### src/rtl/core/fir_lowpass_25tap_defines.svh
// Assertion macros shared by the low-pass FIR RTL.
// No dependencies; included by files that carry checks.
`ifndef FIR_LOWPASS_25TAP_DEFINES_SVH
`define FIR_LOWPASS_25TAP_DEFINES_SVH

`ifndef SYNTHESIS
// check with reset held off
`define FLP_ASSERT(lbl, clk, rst, prop, msg) \
  lbl: assert property (@(posedge clk) disable iff (rst) prop) else $error(msg);
// check that also holds through reset
`define FLP_ASSERT_ALWAYS(lbl, clk, prop, msg) \
  lbl: assert property (@(posedge clk) prop) else $error(msg);
`else
`define FLP_ASSERT(lbl, clk, rst, prop, msg)
`define FLP_ASSERT_ALWAYS(lbl, clk, prop, msg)
`endif

`endif

### src/rtl/core/fir_lp_pkg.sv
// Shared widths and the coefficient table of the low-pass FIR: Q1.15 values held in 13 signed bits.
// No dependencies.
package fir_lp_pkg;

  localparam int SAMPLE_W   = 16;
  localparam int COEF_W     = 13;
  localparam int PROD_W     = SAMPLE_W + COEF_W;
  localparam int ACC_W      = 34;
  localparam int FRAC_BITS  = 15;
  localparam int COEF_COUNT = 25;
  localparam int COEF_IDX_W = $clog2(COEF_COUNT);

  typedef logic signed [SAMPLE_W-1:0] sample_t;
  typedef logic signed [COEF_W-1:0]   coef_t;
  typedef logic signed [PROD_W-1:0]   prod_t;
  typedef logic signed [ACC_W-1:0]    acc_t;

  localparam coef_t COEF_TABLE [COEF_COUNT] = '{
    13'sd26,   13'sd77,   13'sd175,  13'sd336,  13'sd571,  13'sd885,
    13'sd1267, 13'sd1696, 13'sd2138, 13'sd2548, 13'sd2883, 13'sd3101,
    13'sd3178,
    13'sd3101, 13'sd2883, 13'sd2548, 13'sd2138, 13'sd1696, 13'sd1267,
    13'sd885,  13'sd571,  13'sd336,  13'sd175,  13'sd77,   13'sd26
  };

  // taps past the table have a zero weight
  function automatic coef_t coef_at(input int unsigned i);
    logic [COEF_IDX_W-1:0] idx;
    idx = i[COEF_IDX_W-1:0];
    if (i < COEF_COUNT) begin
      return COEF_TABLE[idx];
    end
    return '0;
  endfunction

endpackage

### src/rtl/core/fir_lp_sat.sv
// Scales the Q19.15 sum back to a sample: shift by 15 toward zero, clamp to 16 bits.
// Depends on fir_lp_pkg.
module fir_lp_sat (
  input  fir_lp_pkg::acc_t    acc,
  output fir_lp_pkg::sample_t sample
);

  localparam int Q_W = fir_lp_pkg::ACC_W - fir_lp_pkg::FRAC_BITS;
  localparam int HI  = (1 << (fir_lp_pkg::SAMPLE_W - 1)) - 1;
  localparam fir_lp_pkg::acc_t BIAS = fir_lp_pkg::ACC_W'((1 << fir_lp_pkg::FRAC_BITS) - 1);

  fir_lp_pkg::acc_t      biased;
  logic signed [Q_W-1:0] q;

  // bias negative sums so the arithmetic shift truncates toward zero
  assign biased = acc + (acc[fir_lp_pkg::ACC_W-1] ? BIAS : '0);
  assign q      = biased[fir_lp_pkg::ACC_W-1:fir_lp_pkg::FRAC_BITS];

  always_comb begin
    if (q > Q_W'(HI)) begin
      sample = fir_lp_pkg::SAMPLE_W'(HI);
    end else if (q < -Q_W'(HI) - Q_W'(1)) begin
      sample = fir_lp_pkg::SAMPLE_W'(-HI - 1);
    end else begin
      sample = q[fir_lp_pkg::SAMPLE_W-1:0];
    end
  end

endmodule

### config.mk
export PLATFORM = sky130hd
export DESIGN_NAME = fir_lp_sat
export DESIGN_NICKNAME = d
export VERILOG_FILES = /design/src/rtl/core/fir_lowpass_25tap_defines.svh /design/src/rtl/core/fir_lp_pkg.sv /design/src/rtl/core/fir_lp_sat.sv
export SDC_FILE = /design/constraint.sdc
export NUM_CORES = 1
export LEC_CHECK = 0
export ABC_AREA = 1
export ABC_CLOCK_PERIOD_IN_PS = 4200
export BUFFER_PORTS_ARGS = -buffer_cell sky130_fd_sc_hd__buf_4
export CAP_MARGIN = 20
export CORE_ASPECT_RATIO = 0.6
export CORE_MARGIN = 2
export CORE_UTILIZATION = 57
export DETAILED_ROUTE_END_ITERATION = 16
export PLACE_DENSITY = 0.95
export SLEW_MARGIN = 10
export SYNTH_ARGS = -nofsm -noshare
export SYNTH_HDL_FRONTEND = slang
export SYNTH_SLANG_ARGS = --single-unit
### constraint.sdc
create_clock -name vclk -period 4.2
set_input_delay 0.21 -clock vclk [all_inputs]
set_output_delay 0.21 -clock vclk [all_outputs]
set_load 0.05 [all_outputs]
==> results.md, run 1 <==
- Status: completed
- Slowest stage cell, crit path: ha_1
- Average size of a mapped cell: 5.005 µm²
- Cell area after synthesis: 1306 µm²
- Post-Syn Nets: 309
- Hold buffers post-CTS: 0
- FP Rows: 13
- Proportion of layout cells with a drive suffix above 1: 0.2273
- Hold violation total from the final report: 0
- Total grt overflow: 0
- Synthesis-to-finish area growth: 28.83%
- Detailed Routing Iterations Pass 1: 4
- Core Area: 2163 µm²
- ANT nets after route: 0
- Register area share after synthesis: 0
- Max Cap Viol: 0
- Die H: 41.08 µm
- Mean number of vias per cell: 4.840
- Slew Viols, Final: 0
- Peak fanout along the critical path: 17
- CP cell instances: buf_4 > ha_1 > a21oi_1 > nand2_1 > a21oi_1 > nand2_2 > nand3_1 > nand2_1 > nand2_1 > nand4_4 > nand2_4 > nand2_1 > buf_4
- First-pass GRT wire length: 5430 µm
- Yosys cell types: 25
- Slew HR: 0.6677
- Initial Util: 0.6038
- Inserted Diodes: 0
- CP max stage delay: 0.33 ns
- Final wirelength: 3420 µm
- Non-filler instance count after layout: 338
- Setup CP Type: in -> out
- Leakage: 1.084 nW
- HP Class: in -> out
- Top delay family on crit path: simple AND/OR/NAND/NOR gates
- Setup Buffers After CTS: 0
- Commonest cells after routing, fill and taps aside: 110 x nand2_1, 50 x buf_4, 46 x inv_1
- Initial drt markers: 140
- Vias in the first global route: 1244
- Sum of buffers and inverters on the critical path: 2
- # clk buffers: 0
- Seq Cell Count: 0
- RSZ-0062 raised after global routing: false
- Crit end category: output port
- Die Span X: 65.80 µm
- Syn Inst Count: 261
- Vias: 1636
- YS warnings: 0
- Total negative slack: 0 ns
- Final Cell Area: 1683 µm²
- Placed cells: 338
- Highest clock rate: 413.3 MHz
- Post-DP Area: 1683 µm²
- Estimated wirelength of the detail-placed design: 2985 µm
- Largest net degree at the start of global routing: 18
- DRC: 0
- WL/cell: 10.12 µm
- Initial antenna violation count: 0
- Die Area: 2703 µm²
- Period minus WS final: 2.420 ns
- Crit path launch type: input pin
- Worst VDD drop: 68.40 µV
- Register Area: 0 µm²
- PD cells: 127.4 nW/µm²
- CP Data Arrival Time: 2.21 ns
- Period utilization: 0.5761
- Cell mode on critical path: nand2_1
- CTS resizes: 0
- Most common cell after layout, fill and taps aside: nand2_1
- Overall routing resource usage: 0.2574
- Setup Viol. Count Final: 0
- Ports: 50
- Final nets: 358
- Critical Path RT: 3.99 ns
- Number of port buffers: 50
- RePlAce Congestion: 0.9390
- Worst-margin pin slew: 0.4985 ns
layout make-up:
| class | count | area, µm² |
|---|---|---|
| timing repair buffer | 50 | 375.4 |
| inverter | 47 | 176.4 |
| fill | 195 | 480.5 |
| multi-input combinational | 211 | 1094 |
| tap | 30 | 37.54 |
cell families (layout without fill, tap and decap cells):
kind of cell,after synthesis,after routing,synth area share
AOI/OAI and AO/OA,21,21,0.08238
and+or+nand+nor,171,171,0.5872
buffers and inverters,50,97,0.1628
xor gates and xnor gates,5,5,0.03352
adders and majority gates,14,14,0.1341
tightest hold or removal path, stage by stage:
cell and delay (ns):
buf_4 0.11, xor2_1 0.06, nand2_1 0.06, nand2_1 0.04
buf_4 0.18
worst paths after layout:
path	start	slack (ns)	depth (start not counted)	end
worst max-delay path	acc[33]	1.78	13	sample[14]
worst min-delay path	acc[23]	0.86	5	sample[8]
cells in the mapped netlist:
cell type / instances / area [µm²]
nand4_4: 1 / 21.27
nand2_4: 3 / 33.78
nand2_2: 9 / 56.30
xor2_1: 5 / 43.79
ha_1: 14 / 175.2
nor2_1: 24 / 90.09
nor3_1: 2 / 10.01
or2_1: 1 / 6.260
nor3b_2: 1 / 12.51
o21ai_0: 2 / 10.01
and3_1: 1 / 6.260
nand3_1: 6 / 30.03
or2_2: 1 / 6.260
a21oi_1: 18 / 90.09
nand4_1: 7 / 43.79
inv_2: 1 / 3.750
o211ai_1: 1 / 7.510
and2_1: 1 / 6.260
nand2_1: 110 / 412.9
nor2_2: 3 / 18.77
nand4_2: 1 / 12.51
buf_12: 1 / 20.02
buf_6: 1 / 11.26
inv_1: 46 / 172.7
buf_2: 1 / 5.000
per-layer routing:
| layer | vias up | part of all wire | GRT usage |
|---|---|---|---|
| li1 | 896 | - | - |
| met1 | 674 | 0.53 | 0.3877 |
| met2 | 64 | 0.39 | 0.4141 |
| met3 | 2 | 0.074 | 0.01374 |
| met4 | 0 | 0.0020 | 0.03125 |
| met5 | - | 0 | 0 |
through the flow:
step / utilization / hold slack (ns) / setup WS [ns] / power, W
3_5_place_dp: 0.7779 / 0.8645 / 1.821 / 0.0002121
4_1_cts: 0.7779 / 0.8646 / 1.809 / 0.0002129
2_1_floorplan: - / 0.6404 / 1.948 / 0.0001444
5_1_grt: 0.7779 / 0.9119 / 1.566 / 0.0002362
6_report: 0.7779 / 0.8650 / 1.780 / 0.0002144
3_3_place_gp: 0.7779 / 0.8613 / 1.838 / 0.0002086
where the power goes:
| group | leakage, nW | internal [W] | switching [W] |
|---|---|---|---|
| sequential | 0 | 0 | 0 |
| combinational | 1.08 | 0.0000776 | 0.000137 |
| clock | 0 | 0 | 0 |
No activity file was read; power rests on OpenSTA's default activity.
==> run 2, diff against run 1 <==
--- a/config.mk
+++ b/config.mk
@@ -6,12 +6,12 @@
 export NUM_CORES = 1
 export LEC_CHECK = 0
 export ABC_AREA = 1
-export ABC_CLOCK_PERIOD_IN_PS = 4200
+export ABC_CLOCK_PERIOD_IN_PS = 2400
 export BUFFER_PORTS_ARGS = -buffer_cell sky130_fd_sc_hd__buf_4
 export CAP_MARGIN = 20
 export CORE_ASPECT_RATIO = 0.6
 export CORE_MARGIN = 2
-export CORE_UTILIZATION = 57
+export CORE_UTILIZATION = 53
 export DETAILED_ROUTE_END_ITERATION = 16
 export PLACE_DENSITY = 0.95
 export SLEW_MARGIN = 10
==> constraint.sdc (replaced) <==
create_clock -name vclk -period 2.4
set_input_delay 0.12 -clock vclk [all_inputs]
set_output_delay 0.12 -clock vclk [all_outputs]
set_load 0.05 [all_outputs]
==> run 2 against run 1 <==
Effect of this change:
- worst setup slack worse by 1.7 ns
- sequential cell count unchanged
- non-clock buffer count unchanged
- first-iteration DRC count grew 32%
- sequential share of layout area unchanged
- via count increased by 4.5%
- routed wire length rose by 5.7%
- highest routed layer is now met3
==> results.md, run 2 (synthesized netlist as in run 1, its figures left out) <==
- Status: completed
- Hold buffers post-CTS: 0
- Initial drt markers: 185
- Clock power share: 0
- PD cells: 224.4 nW/µm²
- Internal power: 0.0001431 W
- Proportion of layout cells with a drive suffix above 1: 0.2435
- Detailed Routing Iterations Pass 1: 5
- Crit end category: output port
- Slowest stage cell, crit path: ha_1
- Min-delay src: acc[23]
- Synthesis-to-finish area growth: 32.47%
- Overall routing resource usage: 0.2460
- Number of port buffers: 50
- Initial Util: 0.5819
- Crit path launch type: input pin
- # clk buffers: 0
- Most common cell after layout, fill and taps aside: nand2_1
- DRC: 0
- Comb pwr share: 1.000
- CP Data Arrival Time: 2.17 ns
- Largest net degree at the start of global routing: 18
- Register Area: 0 µm²
- HP Class: in -> out
- Switching power: 0.0002452 W
- Sw Share: 0.6315
- Mean number of vias per cell: 5.059
- Leakage: 1.086 nW
- Slew Viols, Final: 0
- Period minus WS final: 2.287 ns
- FP Rows: 13
- Worst hold slack: 0.6839 ns
- Slew HR: 0.6561
- CP max stage delay: 0.34 ns
- Critical Path RT: 2.28 ns
- Highest clock rate: 437.3 MHz
- Worst VDD drop: 130.1 µV
- Peak fanout along the critical path: 17
- Die Area: 2891 µm²
- WL/cell: 10.70 µm
- RePlAce Congestion: 0.9376
- Die Span X: 68.09 µm
- Core Area: 2245 µm²
- CP cell instances: buf_6 > ha_1 > nand2_1 > nor2_2 > and3_1 > nand2_1 > nand2_2 > nand2_1 > nor2_1 > a21oi_1 > nor2_1 > nand2_1 > nand2_1 > buf_4
- Die H: 42.46 µm
- Final nets: 358
- Setup Viol. Count Final: 0
- Post-DP Area: 1683 µm²
- Final Cell Area: 1730 µm²
- Total grt overflow: 0
- Ports: 50
- First-pass GRT wire length: 5796 µm
- Max Cap Viol: 0
- Period utilization: 0.9529
- Inserted Diodes: 0
- Critical path origin: acc[33]
- # fillers: 213
- Setup CP Type: in -> out
- Seq Cell Count: 0
- Vias in the first global route: 1361
- Worst-margin pin slew: 0.5159 ns
- ANT nets after route: 0
- Commonest cells after routing, fill and taps aside: 110 x nand2_1, 49 x buf_4, 46 x inv_1
- Cell mode on critical path: nand2_1
- Final wirelength: 3615 µm
- Initial antenna violation count: 0
- Seq pwr share: 0
- Vias: 1710
- Hold violation total from the final report: 0
- Estimated wirelength of the detail-placed design: 3087 µm
## run 2: cell counts in the layout (fill, tap and decap cells not counted)
No cell type changed its count.
## run 2: per-layer routing
layer  part of all wire  wire length [µm]  GRT usage
met1               0.49              1787     0.3908
met2               0.41              1497     0.3864
met3              0.091               330   0.002688
met4                  0                 0          0
met5                  0                 0          0
## run 2: power by group through the flow
stage                     clock, W  combinational (W)  sequential (W)
final                            0           0.000388               0
after CTS                        0           0.000373               0
after detailed placement         0           0.000371               0
after floorplan                  0           0.000253               0
after global routing             0           0.000426               0
after global placement           0           0.000365               0
## run 2: cell type report
type                            instances  area, µm²  area share
Inverter                               47      176.4      0.1020
Multi-Input combinational cell        211       1137      0.6573
Timing Repair Buffer                   50      379.1      0.2191
Tap cell                               30      37.54     0.02169
## run 2: critical path: cells and delay by family
kind                     cells  cell delay (ns)
buffers and inverters        2             0.34
AND/OR/NAND/NOR             10             1.25
AO/OA/AOI/OAI                1             0.11
adder cells (fa/ha/maj)      1             0.34
## run 2: final timing paths
path	to	slack, ns	cells after the start
worst min-delay path	sample[8]	0.68	5
worst max-delay path	sample[6]	0.11	14
## run 2: stage by stage
step / utilization / std cells / TNS, ns / power, W / worst slack (ns)
2_1_floorplan: - / 261 / 0 / 0.0002527 / 0.3276
3_3_place_gp: 0.7497 / 338 / 0 / 0.0003652 / 0.2074
3_5_place_dp: 0.7497 / 338 / 0 / 0.0003712 / 0.1546
4_1_cts: 0.7497 / 338 / 0 / 0.0003725 / 0.1439
5_1_grt: 0.7709 / 338 / -0.003212 / 0.0004258 / -0.003212
6_report: 0.7709 / 338 / 0 / 0.0003882 / 0.1131
## run 2: what timing repair did
| action | in CTS | in global routing |
|---|---|---|
| hold endpoints to repair | 0 | 0 |
| gates resized for setup | 0 | 6 |
| endpoints found under the setup margin | 0 | 15 |
| buffers inserted | 0 | 0 |
==> run 3, diff against run 2 <==
--- a/config.mk
+++ b/config.mk
@@ -11,9 +11,9 @@
 export CAP_MARGIN = 20
 export CORE_ASPECT_RATIO = 0.6
 export CORE_MARGIN = 2
-export CORE_UTILIZATION = 53
+export CORE_UTILIZATION = 44
 export DETAILED_ROUTE_END_ITERATION = 16
-export PLACE_DENSITY = 0.95
+export PLACE_DENSITY = 0.82
 export SLEW_MARGIN = 10
 export SYNTH_ARGS = -nofsm -noshare
 export SYNTH_HDL_FRONTEND = slang
==> run 3 against run 2 <==
Effect of this change:
- core utilization is 17 points lower
- total power is 2.1% lower
- sequential share of layout area stayed put
- combinational power is 2% lower
- global-route usage is 5.5 points lower
- clock-buffer cell count stayed put
- final cell count is 3.6% higher
- sequential cell count stayed put
- fmax is 0.66% lower
- critical path type unchanged
- largest power group unchanged
==> results.md, run 3 (synthesized netlist as in run 1, its figures left out) <==
- RePlAce Congestion: 0.9080
- Leakage: 1.086 nW
- Final wirelength: 3411 µm
- Setup Viol. Count Final: 0
- Setup CP Type: in -> out
- FP Rows: 15
- DRC: 0
- Proportion of layout cells with a drive suffix above 1: 0.2370
- RSZ-0062 raised after global routing: true
- Commonest cells after routing, fill and taps aside: 110 x nand2_1, 50 x buf_4, 46 x inv_1
- Register Area: 0 µm²
- Hold violation total from the final report: 0
- Vias in the first global route: 1194
- Period utilization: 0.9592
- Non-filler instance count after layout: 350
- Period minus WS final: 2.302 ns
- Total power: 0.0003801 W
- PD cells: 221.0 nW/µm²
- Synthesis-to-finish area growth: 31.70%
- Slew HR: 0.6764
- Most common cell after layout, fill and taps aside: nand2_1
- Overall routing resource usage: 0.1909
- Worst-margin pin slew: 0.4854 ns
- WL/cell: 9.746 µm
- Hold buffers post-CTS: 0
- Slew Viols, Final: 0
- First-pass GRT wire length: 5264 µm
- Final Cell Area: 1720 µm²
- Inserted Diodes: 0
- Final nets: 358
- Switching power: 0.0002423 W
- CP endpoint: sample[12]
- # clk buffers: 0
- Sw Share: 0.6373
- Comb pwr share: 1.000
- Crit end category: output port
- Die H: 46.21 µm
- Critical path origin: acc[33]
- Core Area: 2853 µm²
- Status: completed
- Seq Cell Count: 0
- Detailed Routing Iterations Pass 1: 4
- HP Class: in -> out
- Number of port buffers: 50
- Internal power: 0.0001379 W
- Total grt overflow: 0
- Die Span X: 74.34 µm
- Initial drt markers: 97
- Highest clock rate: 434.4 MHz
- Ports: 50
- Clock power share: 0
- Initial antenna violation count: 0
- Critical Path RT: 2.28 ns
- Peak fanout along the critical path: 17
- Seq pwr share: 0
- Max Cap Viol: 0
- Vias: 1597
- Initial Util: 0.4579
- Placed cells: 350
- ANT nets after route: 0
- CP Data Arrival Time: 2.18 ns
- Post-DP Area: 1698 µm²
- Mean number of vias per cell: 4.563
- Final core occ: 0.6031
- Estimated wirelength of the detail-placed design: 2930 µm
- Largest net degree at the start of global routing: 18
- Die Area: 3435 µm²
- Worst VDD drop: 103.2 µV
- # fillers: 293
- Crit path launch type: input pin
-- run 3: cell counts in the layout (fill, tap and decap cells not counted) --
Identical to the previous run, type by type.
-- run 3: worst max-delay path, cell delays in order --
cell	delay [ns]
buf_4	0.18
ha_1	0.34
nand2_1	0.12
nor2_2	0.14
and3_1	0.16
nand2_1	0.10
a21oi_1	0.42
a21oi_1	0.13
a21oi_1	0.14
nand2_1	0.07
nand2_1	0.05
buf_4	0.19
-- run 3: metrics by stage --
step / setup TNS (ns) / worst slack, ns / hold WS, ns
finish: 0 / 0.09789 / 0.6895
detailed placement: 0 / 0.1777 / 0.6941
CTS: 0 / 0.1736 / 0.6944
floorplan: 0 / 0.3276 / 0.4604
global route: -0.07883 / -0.03867 / 0.7304
global placement: 0 / 0.2038 / 0.6895
-- run 3: final cells by class --
class | instances | area (µm²) | area share
Inverter | 47 | 176.4 | 0.1025
Timing Repair Buffer | 50 | 375.4 | 0.2182
Multi-Input combinational cell | 211 | 1116 | 0.6487
Tap cell | 42 | 52.55 | 0.03055
-- run 3: worst min-delay path by stage --
stage                       to  cells after the start  startpoint  slack [ns]
floorplan           sample[15]                      3     acc[33]        0.46
global placement     sample[8]                      5     acc[23]        0.69
detailed placement   sample[8]                      5     acc[23]        0.69
CTS                  sample[8]                      5     acc[23]        0.69
global route         sample[8]                      5     acc[23]        0.73
finish               sample[8]                      5     acc[23]        0.69
-- run 3: timing repair --
| action | CTS | global route |
|---|---|---|
| setup endpoints to repair | 0 | 15 |
| gates resized for setup | 0 | 5 |
| buffers inserted | 0 | 0 |
-- run 3: power groups by stage --
| stage | Clock (W) | Combinational [W] | Sequential, W |
|---|---|---|---|
| 2_1_floorplan | 0 | 0.000253 | 0 |
| 3_3_place_gp | 0 | 0.000368 | 0 |
| 5_1_grt | 0 | 0.000418 | 0 |
| 3_5_place_dp | 0 | 0.000370 | 0 |
| 4_1_cts | 0 | 0.000371 | 0 |
| 6_report | 0 | 0.000380 | 0 |
-- run 3: per-layer routing --
metal	track usage	wire [µm]	vias up
li1	-	-	900
met1	0.3269	1856	648
met2	0.2732	1308	49
met3	0	247	0
met4	0	0	0
met5	0	0	-
