[config.mk]
export PLATFORM = sky130hd
export DESIGN_NAME = fir_lp_cell
export DESIGN_NICKNAME = d
export VERILOG_FILES = /design/src/rtl/core/fir_lowpass_25tap_defines.svh /design/src/rtl/core/fir_lp_pkg.sv /design/src/rtl/core/fir_lp_cell.sv
export SDC_FILE = /design/constraint.sdc
export NUM_CORES = 1
export LEC_CHECK = 0
export ABC_AREA = 1
export BUFFER_PORTS_ARGS = -buffer_cell sky130_fd_sc_hd__buf_2
export CAP_MARGIN = 20
export CORE_MARGIN = 4
export CORE_UTILIZATION = 53
export CTS_CLUSTER_SIZE = 12
export DETAILED_ROUTE_END_ITERATION = 7
export HOLD_SLACK_MARGIN = 0.1
export PLACE_DENSITY = 0.79
export SLEW_MARGIN = 30
export SYNTH_ARGS = -nofsm -noshare
export SYNTH_HDL_FRONTEND = slang
export SYNTH_SLANG_ARGS = --single-unit
[constraint.sdc]
create_clock -name clk -period 4.2 [get_ports clk]
set_input_delay 0.21 -clock clk [delete_from_list [all_inputs] [get_ports clk]]
set_output_delay 0.21 -clock clk [all_outputs]
set_load 0.1 [all_outputs]
[src/rtl/core/fir_lowpass_25tap_defines.svh]
// Assertion macros shared by the low-pass FIR RTL.
// No dependencies; included by files that carry checks.
`ifndef FIR_LOWPASS_25TAP_DEFINES_SVH
`define FIR_LOWPASS_25TAP_DEFINES_SVH

`ifndef SYNTHESIS
// check with reset held off
`define FLP_ASSERT(lbl, clk, rst, prop, msg) \
  lbl: assert property (@(posedge clk) disable iff (rst) prop) else $error(msg);
// check that also holds through reset
`define FLP_ASSERT_ALWAYS(lbl, clk, prop, msg) \
  lbl: assert property (@(posedge clk) prop) else $error(msg);
`else
`define FLP_ASSERT(lbl, clk, rst, prop, msg)
`define FLP_ASSERT_ALWAYS(lbl, clk, prop, msg)
`endif

`endif

[src/rtl/core/fir_lp_pkg.sv]
// Shared widths and the coefficient table of the low-pass FIR: Q1.15 values held in 13 signed bits.
// No dependencies.
package fir_lp_pkg;

  localparam int SAMPLE_W   = 16;
  localparam int COEF_W     = 13;
  localparam int PROD_W     = SAMPLE_W + COEF_W;
  localparam int ACC_W      = 34;
  localparam int FRAC_BITS  = 15;
  localparam int COEF_COUNT = 25;
  localparam int COEF_IDX_W = $clog2(COEF_COUNT);

  typedef logic signed [SAMPLE_W-1:0] sample_t;
  typedef logic signed [COEF_W-1:0]   coef_t;
  typedef logic signed [PROD_W-1:0]   prod_t;
  typedef logic signed [ACC_W-1:0]    acc_t;

  localparam coef_t COEF_TABLE [COEF_COUNT] = '{
    13'sd26,   13'sd77,   13'sd175,  13'sd336,  13'sd571,  13'sd885,
    13'sd1267, 13'sd1696, 13'sd2138, 13'sd2548, 13'sd2883, 13'sd3101,
    13'sd3178,
    13'sd3101, 13'sd2883, 13'sd2548, 13'sd2138, 13'sd1696, 13'sd1267,
    13'sd885,  13'sd571,  13'sd336,  13'sd175,  13'sd77,   13'sd26
  };

  // taps past the table have a zero weight
  function automatic coef_t coef_at(input int unsigned i);
    logic [COEF_IDX_W-1:0] idx;
    idx = i[COEF_IDX_W-1:0];
    if (i < COEF_COUNT) begin
      return COEF_TABLE[idx];
    end
    return '0;
  endfunction

endpackage

[src/rtl/core/fir_lp_cell.sv]
// One tap of the transposed FIR chain: multiply, add the neighbor's sum, register.
// Depends on fir_lp_pkg.
module fir_lp_cell #(
  parameter int unsigned IDX = 0
) (
  input  logic              clk,
  input  logic              rst,
  input  logic              en,
  input  fir_lp_pkg::sample_t x,
  input  fir_lp_pkg::acc_t  sum_in,
  output fir_lp_pkg::acc_t  sum_out
);

  localparam fir_lp_pkg::coef_t COEF = fir_lp_pkg::coef_at(IDX);
  localparam int EXT_W = fir_lp_pkg::ACC_W - fir_lp_pkg::PROD_W;

  fir_lp_pkg::prod_t prod;
  fir_lp_pkg::acc_t  sum;
  fir_lp_pkg::acc_t  sum_next;

  assign prod     = x * COEF;
  assign sum_next = {{EXT_W{prod[fir_lp_pkg::PROD_W-1]}}, prod} + sum_in;
  assign sum_out  = sum;

  // partial sums stand for the delay line, so reset clears them
  always_ff @(posedge clk) begin
    if (rst) begin
      sum <= '0;
    end else if (en) begin
      sum <= sum_next;
    end
  end

endmodule

==> results of run 1 <==
## per-layer routing
layer  vias to the layer above  track usage (%)
li1                       2824                -
met1                      2577             30.3
met2                       187             43.8
met3                        57             3.61
met4                         0             7.03
met5                         -                0
## worst min-delay path: cells and delay by family
family	cells	cell delay, ps
buffers and inverters	1	80
and+or+nand+nor	2	110
## cells by family (layout without fill, tap and decap cells)
logic type	count (synthesis)	in the layout	synth area share, %
AND/OR/NAND/NOR	316	316	27.2
adder cells (fa/ha/maj)	101	101	27.3
flip-flops	34	34	13.4
XOR/XNOR	28	28	4.83
AO/OA/AOI/OAI	129	129	15.0
buffers and inverters	161	344	12.3
## metrics by stage
step / cell area (um^2) / std cells / utilization, %
after CTS: 6370 / 1070 / 68.6
after detailed placement: 6270 / 1062 / 67.5
after global placement: 6270 / 1062 / 67.5
after global routing: 7050 / 1081 / 75.9
after floorplan: 5070 / 769 / -
final: 7050 / 1081 / 75.9
## synth_stat cells (4+ instances only)
| master | n | area (um^2) |
|---|---|---|
| inv_1 | 148 | 556 |
| nand2_1 | 139 | 522 |
| nor2_1 | 99 | 372 |
| ha_1 | 85 | 1060 |
| a21oi_1 | 49 | 245 |
| nand3_1 | 38 | 190 |
| o21ai_0 | 35 | 175 |
| dfxtp_1 | 34 | 681 |
| xor2_1 | 19 | 166 |
| fa_1 | 16 | 320 |
| nand2_2 | 10 | 62.6 |
| o21ai_1 | 9 | 45.0 |
| xnor2_1 | 9 | 78.8 |
| nand4_1 | 7 | 43.8 |
| nand3_2 | 6 | 60.1 |
| a21o_1 | 5 | 37.5 |
| a31oi_1 | 5 | 31.3 |
| clkbuf_1 | 5 | 18.8 |
| nor3_1 | 5 | 25.0 |
| o21bai_1 | 5 | 37.5 |
| nor3_2 | 4 | 40.0 |
## area by class of cell
type                            count  area, um^2  share of cell area (%)
Multi-Input combinational cell    574        4370                    61.9
Timing Repair Buffer              185        1180                    16.8
Sequential cell                    34         681                    9.65
Inverter                          151         567                    8.04
Tap cell                          129         161                    2.29
Clock buffer                        6        82.6                    1.17
Clock inverter                      2        12.5                   0.177
## path summary, 6_finish.rpt
check | start | to | slack (ps) | depth (start not counted)
worst max-delay path | x[6] | sum_out[33] | 80 | 26
worst min-delay path | sum_in[0] | sum_out[0] | 150 | 3
worst max register to register | sum_out[33] | sum_out[33] | 3460 | 4
worst min register to register | sum_out[25] | sum_out[25] | 500 | 2
## power groups by stage
stage	combinational [uW]	sequential [uW]	clock, uW
final	3550	430	260
after detailed placement	3020	437	0
after floorplan	1560	953	0
after CTS	3050	430	261
after global routing	3850	439	277
after global placement	2990	437	0
## what timing repair did
item                       4_1_cts  5_1_grt
setup endpoints to repair        3       17
buffers inserted                 0       11
gates resized for setup          3      114
pin swaps                        0       36
==> metrics.txt, run 1 <==
fin nets 1,105; syn avg cell area 6.60 um^2; outcome finished clean; buffer depth of the longest clock path 2; Detail Route Antenna Nets 0; register area share after synthesis 13.4%; CP arrival 4320 ps; Top Metal Used met4; P&R area growth vs syn 39.0%; clk_skew 0 ps; starting density of the core 54.6%; Crit Path Max Fanout 4; layout cell share with drive strength beyond 1 33.2%; Synth Flop Type dfxtp_1; Critical Path RT 4400 ps; Cell Pwr Density 602 nW/um^2; gpl congestion 0.942; DIE HEIGHT 106 um; # clock sinks 34; Finish-stage setup viols 0; met3 wire len 699 um; number of enable flip-flop cells after synthesis 0; via count 5,645; input/output buffers 86; CTS tree built; HP Class in2reg; CP peak stage delay 520 ps; Yosys reg bits 34; GR Overflow Total 0; Chip Width 106 um; clk_lat worst skew 290 ps; tightest hold margin 152 ps; total track usage 24.4%; clock share of power 6.1%; Final Power 4240 uW; switching share of power 56.2%; Post-DP HPWL 11,500 um; antenna violations before repair 0; initial drt markers 233; CP bufs+invs 6; critical path endpoint category flop; Cells after Synth 769; WL final 15,300 um; Leak 0.00385 uW; CTS Buf Count 5; # DRC 0; Fin Setup TNS 0 ps; ant diodes 0; period utilization 98.1%; Max Fclk 243 MHz; io pins 87; core footprint 9280 um^2; top cell family by delay on the critical path adder cells; Metal-1 WL 6390 um; Setup WS post-layout 81.3 ps; synth unique cells 44; number of global-route vias before repair 5,253; pre-CTS WS -379 ps; most frequent cells in the layout 147 x inv_1, 127 x nand2_1, 98 x buf_4; hold-fix buffers at CTS 0; met2 wire len 7610 um; CP startpoint kind primary input; # rows 35; worst slew pin tran 901 ps; H-tree lvl count 2; Largest register FFs 34; clk root buf clkbuf_8; Synth Cell Area 5070 um^2; Slew headroom 40.0%; Die ar. 11,200 um^2; combinational power share 83.7%; clock-pin slew on the worst setup and hold paths 80 ps; sw power 2380 uW; commonest non-fill, non-tap cell in the layout inv_1; Fillers 696; Pint 1860 uW; sequential share of power 10.1%; Async SR Flop Fraction 0%; first-pass GRT wire length 22,900 um; DR pass1 iterations 5; Crit-path slowest cell fa_1; RSZ-0062 raised after global routing yes; Setup CP Type in2reg; YS warnings 0; WL/cell 14.1 um; via/cell ratio 5.22; largest net degree at the start of global routing 55; number of max-cap violations 0; post-synth net total 923; Final Critical Period 4120 ps; Slew Viols, Final 0; Worst IR Drop VDD 0.328 mV; Final Hold Fails 0
Power figures use the tool's default switching activity.
==> inputs of run 2 (changes only) <==
--- a/config.mk
+++ b/config.mk
@@ -5,11 +5,10 @@
 export SDC_FILE = /design/constraint.sdc
 export NUM_CORES = 1
 export LEC_CHECK = 0
-export ABC_AREA = 1
 export BUFFER_PORTS_ARGS = -buffer_cell sky130_fd_sc_hd__buf_2
 export CAP_MARGIN = 20
 export CORE_MARGIN = 4
-export CORE_UTILIZATION = 53
+export CORE_UTILIZATION = 52
 export CTS_CLUSTER_SIZE = 12
 export DETAILED_ROUTE_END_ITERATION = 7
 export HOLD_SLACK_MARGIN = 0.1
==> run 2 against run 1 <==
  * Fmax decreased by 16%
  * The flow now finishes with violations (negative setup slack)
  * Area after synthesis decreased by 10%
  * Flip-flop and latch count unchanged
  * Critical path depth decreased by 1
  * Utilization increased by 8.8 points
  * Sequential share of layout area decreased by 0.070 points
  * Critical path type unchanged
  * Clock power increased by 45%
  * Clock-buffer cell count decreased by 1
  * Via count decreased by 9.8%
  * Highest routed layer unchanged
  * Clock skew unchanged
  * Total power increased by 9.5%
  * Non-clock buffer count increased by 52
==> metrics.txt, run 2 <==
outcome finished, violations left; violated checks negative setup slack; total track usage 28.6%; R2R cell count 2; Post-DP HPWL 10,300 um; Max Fclk 203 MHz; Cells after Synth 562; Worst IR Drop VDD 0.308 mV; CP peak stage delay 530 ps; Yosys reg bits 34; Slew Viols, Final 0; Setup CP Type in2reg; tightest hold margin 178 ps; number of max-cap violations 0; clock-pin slew on the worst setup and hold paths 80 ps; core footprint 8380 um^2; Crit Path Max Fanout 4; Async SR Flop Fraction 0%; layout cell share with drive strength beyond 1 43.4%; clk_skew 0 ps; ant diodes 0; DR pass1 iterations 5; first-pass GRT wire length 23,900 um; clk root buf clkbuf_8; starting density of the core 54.3%; synth unique cells 53; dominant cells by area after synthesis ha_1 23%, dfxtp_1 15%, fa_1 7.0%; syn avg cell area 8.09 um^2; YS warnings 0; register area share after synthesis 15.0%; Chip Width 102 um; CP startpoint kind primary input; Crit-path slowest cell fa_1; Synth Cell Area 4550 um^2; # clock sinks 34; Synth top area share 23.4%; commonest non-fill, non-tap cell in the layout buf_4; Synth Flop Type dfxtp_1; Reg2Reg Setup Slack 3460 ps; Detail Route Antenna Nets 0; WL final 15,900 um; H-tree lvl count 2; min-delay src sum_in[0]; Placed Cells incl. Taps 865; top cell family by delay on the critical path compound AO/OA/AOI/OAI gates; design area 7100 um^2; DIE HEIGHT 102 um; HP Class in2reg; Setup WS post-layout -732 ps; Min-Delay Path Depth 3; Fillers 494; RSZ-0062 raised after global routing yes; P&R area growth vs syn 56.1%; Finish-stage setup viols 19; io pins 87; DP Area 6190 um^2; Final Hold Fails 0; WL/cell 17.7 um; CTS tree built; hold-fix buffers at CTS 0; Die ar. 10,300 um^2; CP arrival 5150 ps; reg2reg end sum_out[8]; multi-input logic area 4220 um^2; CTS Buf Count 5; initial drt markers 302; input/output buffers 86; worst slew pin tran 810 ps; Synth top cells by count 85 x ha_1, 73 x inv_1, 44 x nor2_1; Largest register FFs 34; number of enable flip-flop cells after synthesis 0; Leak 0.00359 uW; WHS Endpoint sum_out[0]; via count 5,094; antenna violations before repair 0; via/cell ratio 5.66; # rows 33; gpl congestion 0.874; Slew headroom 46.0%; Fin Setup TNS -7600 ps; GR Overflow Total 0; post-synth net total 716; fin nets 948; reg2reg start sum_out[8]; period utilization 117%; critical path endpoint category flop; Final Critical Period 4930 ps; most frequent cells in the layout 140 x buf_4, 81 x buf_2, 67 x inv_1; Cell Pwr Density 654 nW/um^2; buffer depth of the longest clock path 2; register area 681 um^2; # DRC 0; largest net degree at the start of global routing 40; CP bufs+invs 2; Critical Path RT 4420 ps; area leader, netlist ha_1; number of global-route vias before repair 5,215; most numerous cell in the Yosys netlist ha_1; fin cells 900; clk_lat worst skew 290 ps
run 2: area by class of cell:
class                      count  share of cell area [%]
multi-input combinational    443                    59.4
timing repair buffer         237                    23.4
sequential                    34                    9.58
inverter                      73                    3.86
tap                          105                    1.85
clock buffer                   5                   0.969
clock inverter                 3                   0.969
run 2: per-layer routing:
layer  routed length (um)  up-vias  track usage (%)  part of all wire, %
met3                  790       69             3.37                  5.0
met1                 6060     2369             31.3                   38
met2                 8300      224             55.3                   52
met4                  757        0             11.6                  4.8
li1                     -     2432                -                    -
met5                    0        -                0                    0
run 2: cell families (layout without fill, tap and decap cells):
kind of cell / Yosys count / count (layout) / synth area share [%]
adders and majority gates: 101 / 101 / 30.4
AOI/OAI and AO/OA: 144 / 144 / 21.2
muxes: 20 / 20 / 4.40
buffers and inverters: 85 / 318 / 7.04
and+or+nand+nor: 139 / 139 / 14.4
xor gates and xnor gates: 39 / 39 / 7.51
DFF: 34 / 34 / 15.0
run 2: worst min-delay path: stages:
cell and delay [ps]:
buf_2 70, mux2i_1 50, nor2_1 100
run 2: what timing repair did:
action                                  CTS  global route
resized for setup                        71            33
endpoints found under the setup margin   19            19
setup buffers                            21             9
pin swaps                                69            41
hold endpoints to repair                  0             0
run 2: worst max path at each step:
stage / cells past startpoint / to / start
after floorplan: 23 / sum_out[33] / x[3]
after global placement: 24 / sum_out[33] / x[5]
after detailed placement: 24 / sum_out[33] / x[3]
after CTS: 25 / sum_out[33] / x[3]
after global routing: 25 / sum_out[33] / x[1]
final: 25 / sum_out[33] / x[1]
run 2: report_power, final:
part,internal (uW),switching (uW),total (uW)
clock network,238,140,378
registers,405,46.7,452
logic,1660,2160,3820
total,2300,2350,4650
run 2: through the flow:
stage	total power (uW)	util (%)	setup slack, ps
after global routing	4930	84.7	-919
final	4650	84.7	-732
after floorplan	2630	-	-327
after global placement	3550	73.9	-808
after CTS	4300	81.7	-426
after detailed placement	3630	73.9	-1040
==> inputs of run 3 (changes only) <==
--- a/config.mk
+++ b/config.mk
@@ -8,11 +8,11 @@
 export BUFFER_PORTS_ARGS = -buffer_cell sky130_fd_sc_hd__buf_2
 export CAP_MARGIN = 20
 export CORE_MARGIN = 4
-export CORE_UTILIZATION = 52
+export CORE_UTILIZATION = 60
 export CTS_CLUSTER_SIZE = 12
 export DETAILED_ROUTE_END_ITERATION = 7
 export HOLD_SLACK_MARGIN = 0.1
-export PLACE_DENSITY = 0.79
+export PLACE_DENSITY = 0.86
 export SLEW_MARGIN = 30
 export SYNTH_ARGS = -nofsm -noshare
 export SYNTH_HDL_FRONTEND = slang
==> constraint.sdc (replaced) <==
create_clock -name clk -period 5.9 [get_ports clk]
set_input_delay 0.295 -clock clk [delete_from_list [all_inputs] [get_ports clk]]
set_output_delay 0.295 -clock clk [all_outputs]
set_load 0.1 [all_outputs]
==> run 3 against run 2 <==
  * Utilization fell by 14 points
  * Sequential power fell by 29%
  * Register-to-register slack improved by 1700 ps
  * The flow now finishes without violations
  * Routed wire length fell by 32%
==> metrics.txt, run 3 (synthesized netlist as in run 2, its figures left out) <==
H-tree lvl count 2; reg2reg start sum_out[8]; Leak 0.00273 uW; most frequent cells in the layout 86 x buf_2, 85 x ha_1, 73 x inv_1; Chip Width 95.1 um; first-pass GRT wire length 18,300 um; CP Launch Point x[2]; number of global-route vias before repair 4,164; clk_lat worst skew 280 ps; ant diodes 0; CP arrival 5630 ps; Reg2Reg Setup Slack 5190 ps; buffer depth of the longest clock path 2; commonest non-fill, non-tap cell in the layout buf_2; Post-DP HPWL 9120 um; Crit Path Max Fanout 6; DR pass1 iterations 5; multi-input logic area 3550 um^2; critical path endpoint category flop; RSZ-0062 raised after global routing no; DIE HEIGHT 95.1 um; Worst IR Drop VDD 0.160 mV; post_cts resized 0; Setup CP Type in2reg; reg2reg end sum_out[8]; Setup Fix Bufs, Post-CTS 0; Cell Pwr Density 453 nW/um^2; Crit-path slowest cell fa_1; WL/cell 14.5 um; Slew Viols, Final 0; outcome finished clean; core footprint 7290 um^2; via count 4,232; hold-fix buffers at CTS 0; CP startpoint kind primary input; Finish-stage setup viols 0; # DRC 0; CP peak stage delay 460 ps; fin nets 798; Detail Route Antenna Nets 0; largest net degree at the start of global routing 40; clock-pin slew on the worst setup and hold paths 80 ps; worst setup path endpoint sum_out[32]; Die ar. 9040 um^2; io pins 87; Final Hold Fails 0; Max Fclk 183 MHz; initial drt markers 139; WP depth 24; HP Class in2reg; gpl congestion 0.890; register area 681 um^2; clk root buf clkbuf_8; Fillers 644; CTS Buf Count 5; number of max-cap violations 0; Final Critical Period 5480 ps; layout cell share with drive strength beyond 1 16.3%; Most common cell on crit path ha_1; worst slew pin tran 874 ps; GR Overflow Total 0; pre-CTS WS 242 ps; period utilization 92.8%; WL final 10,800 um; P&R area growth vs syn 13.4%; input/output buffers 86; Slew headroom 41.3%; # rows 31; Critical Path RT 6050 ps; clk_skew 0 ps; R2R cell count 2; antenna violations before repair 0; CTS tree built; via/cell ratio 5.69; CP bufs+invs 1; top cell family by delay on the critical path compound AO/OA/AOI/OAI gates; total track usage 24.7%; Setup WS post-layout 422 ps; starting density of the core 62.4%; # clock sinks 34; cell-by-cell trace of the critical path buf_2 > ha_1 > ha_1 > fa_1 > ha_1 > a21o_1 > a21oi_1 > o21bai_1 > a21oi_1 > nor2b_1 > o311ai_1 > a31oi_1 > nor3b_1 > a211o_1 > ha_1 > o21ai_0 > a21oi_1 > a221oi_1 > nand2_1 > a21oi_2 > o21ai_2 > a31oi_1 > mux2i_1 > o21ai_0; Largest register FFs 34; Fin Setup TNS 0 ps
## run 3: changes by cell type in the layout (fill, tap and decap cells not counted), sizes merged
cell,before,now
buf,237,87
bufinv,2,0
clkinvlp,0,1
clkbuf,5,6
## run 3: area by class of cell
type	count	share of cell area (%)
clock inverter	2	0.243
inverter	73	5.31
timing repair buffer	87	8.49
tap	99	2.40
clock buffer	6	1.60
multi-input combinational	443	68.8
sequential	34	13.2
## run 3: worst min-delay path: stages
cell and delay [ps]:
buf_2 70, mux2i_1 50, nor2_1 80
## run 3: routing by layer
layer,GRT usage [%],wire (um)
met3,2.92,540
met2,44.8,5380
met1,30.4,4670
met4,7.45,166
met5,0,0
## run 3: worst min-delay path by stage
stage / startpoint / end / depth (start not counted)
CTS: sum_in[0] / sum_out[0] / 3
finish: sum_in[0] / sum_out[0] / 3
detailed placement: sum_out[21] / sum_out[21] / 2
global placement: sum_out[27] / sum_out[27] / 2
floorplan: sum_in[0] / sum_out[0] / 2
global route: sum_in[0] / sum_out[0] / 3
## run 3: metrics by stage
step,utilization [%],instances,instance area (um^2),total power (uW),hold slack [ps]
6_report,70.7,744,5160,2340,247
2_1_floorplan,-,562,4550,1810,443
4_1_cts,70.7,744,5160,2340,250
3_5_place_dp,69.4,736,5060,2150,457
3_3_place_gp,69.4,736,5060,2100,447
5_1_grt,70.7,744,5160,2540,292
## run 3: power breakdown
part	switching [uW]	leakage (uW)	internal, uW
registers	33.1	0.000281	289
logic	1200	0.00240	633
clock network	90.5	0.0000472	93.8
total	1320	0.00273	1010
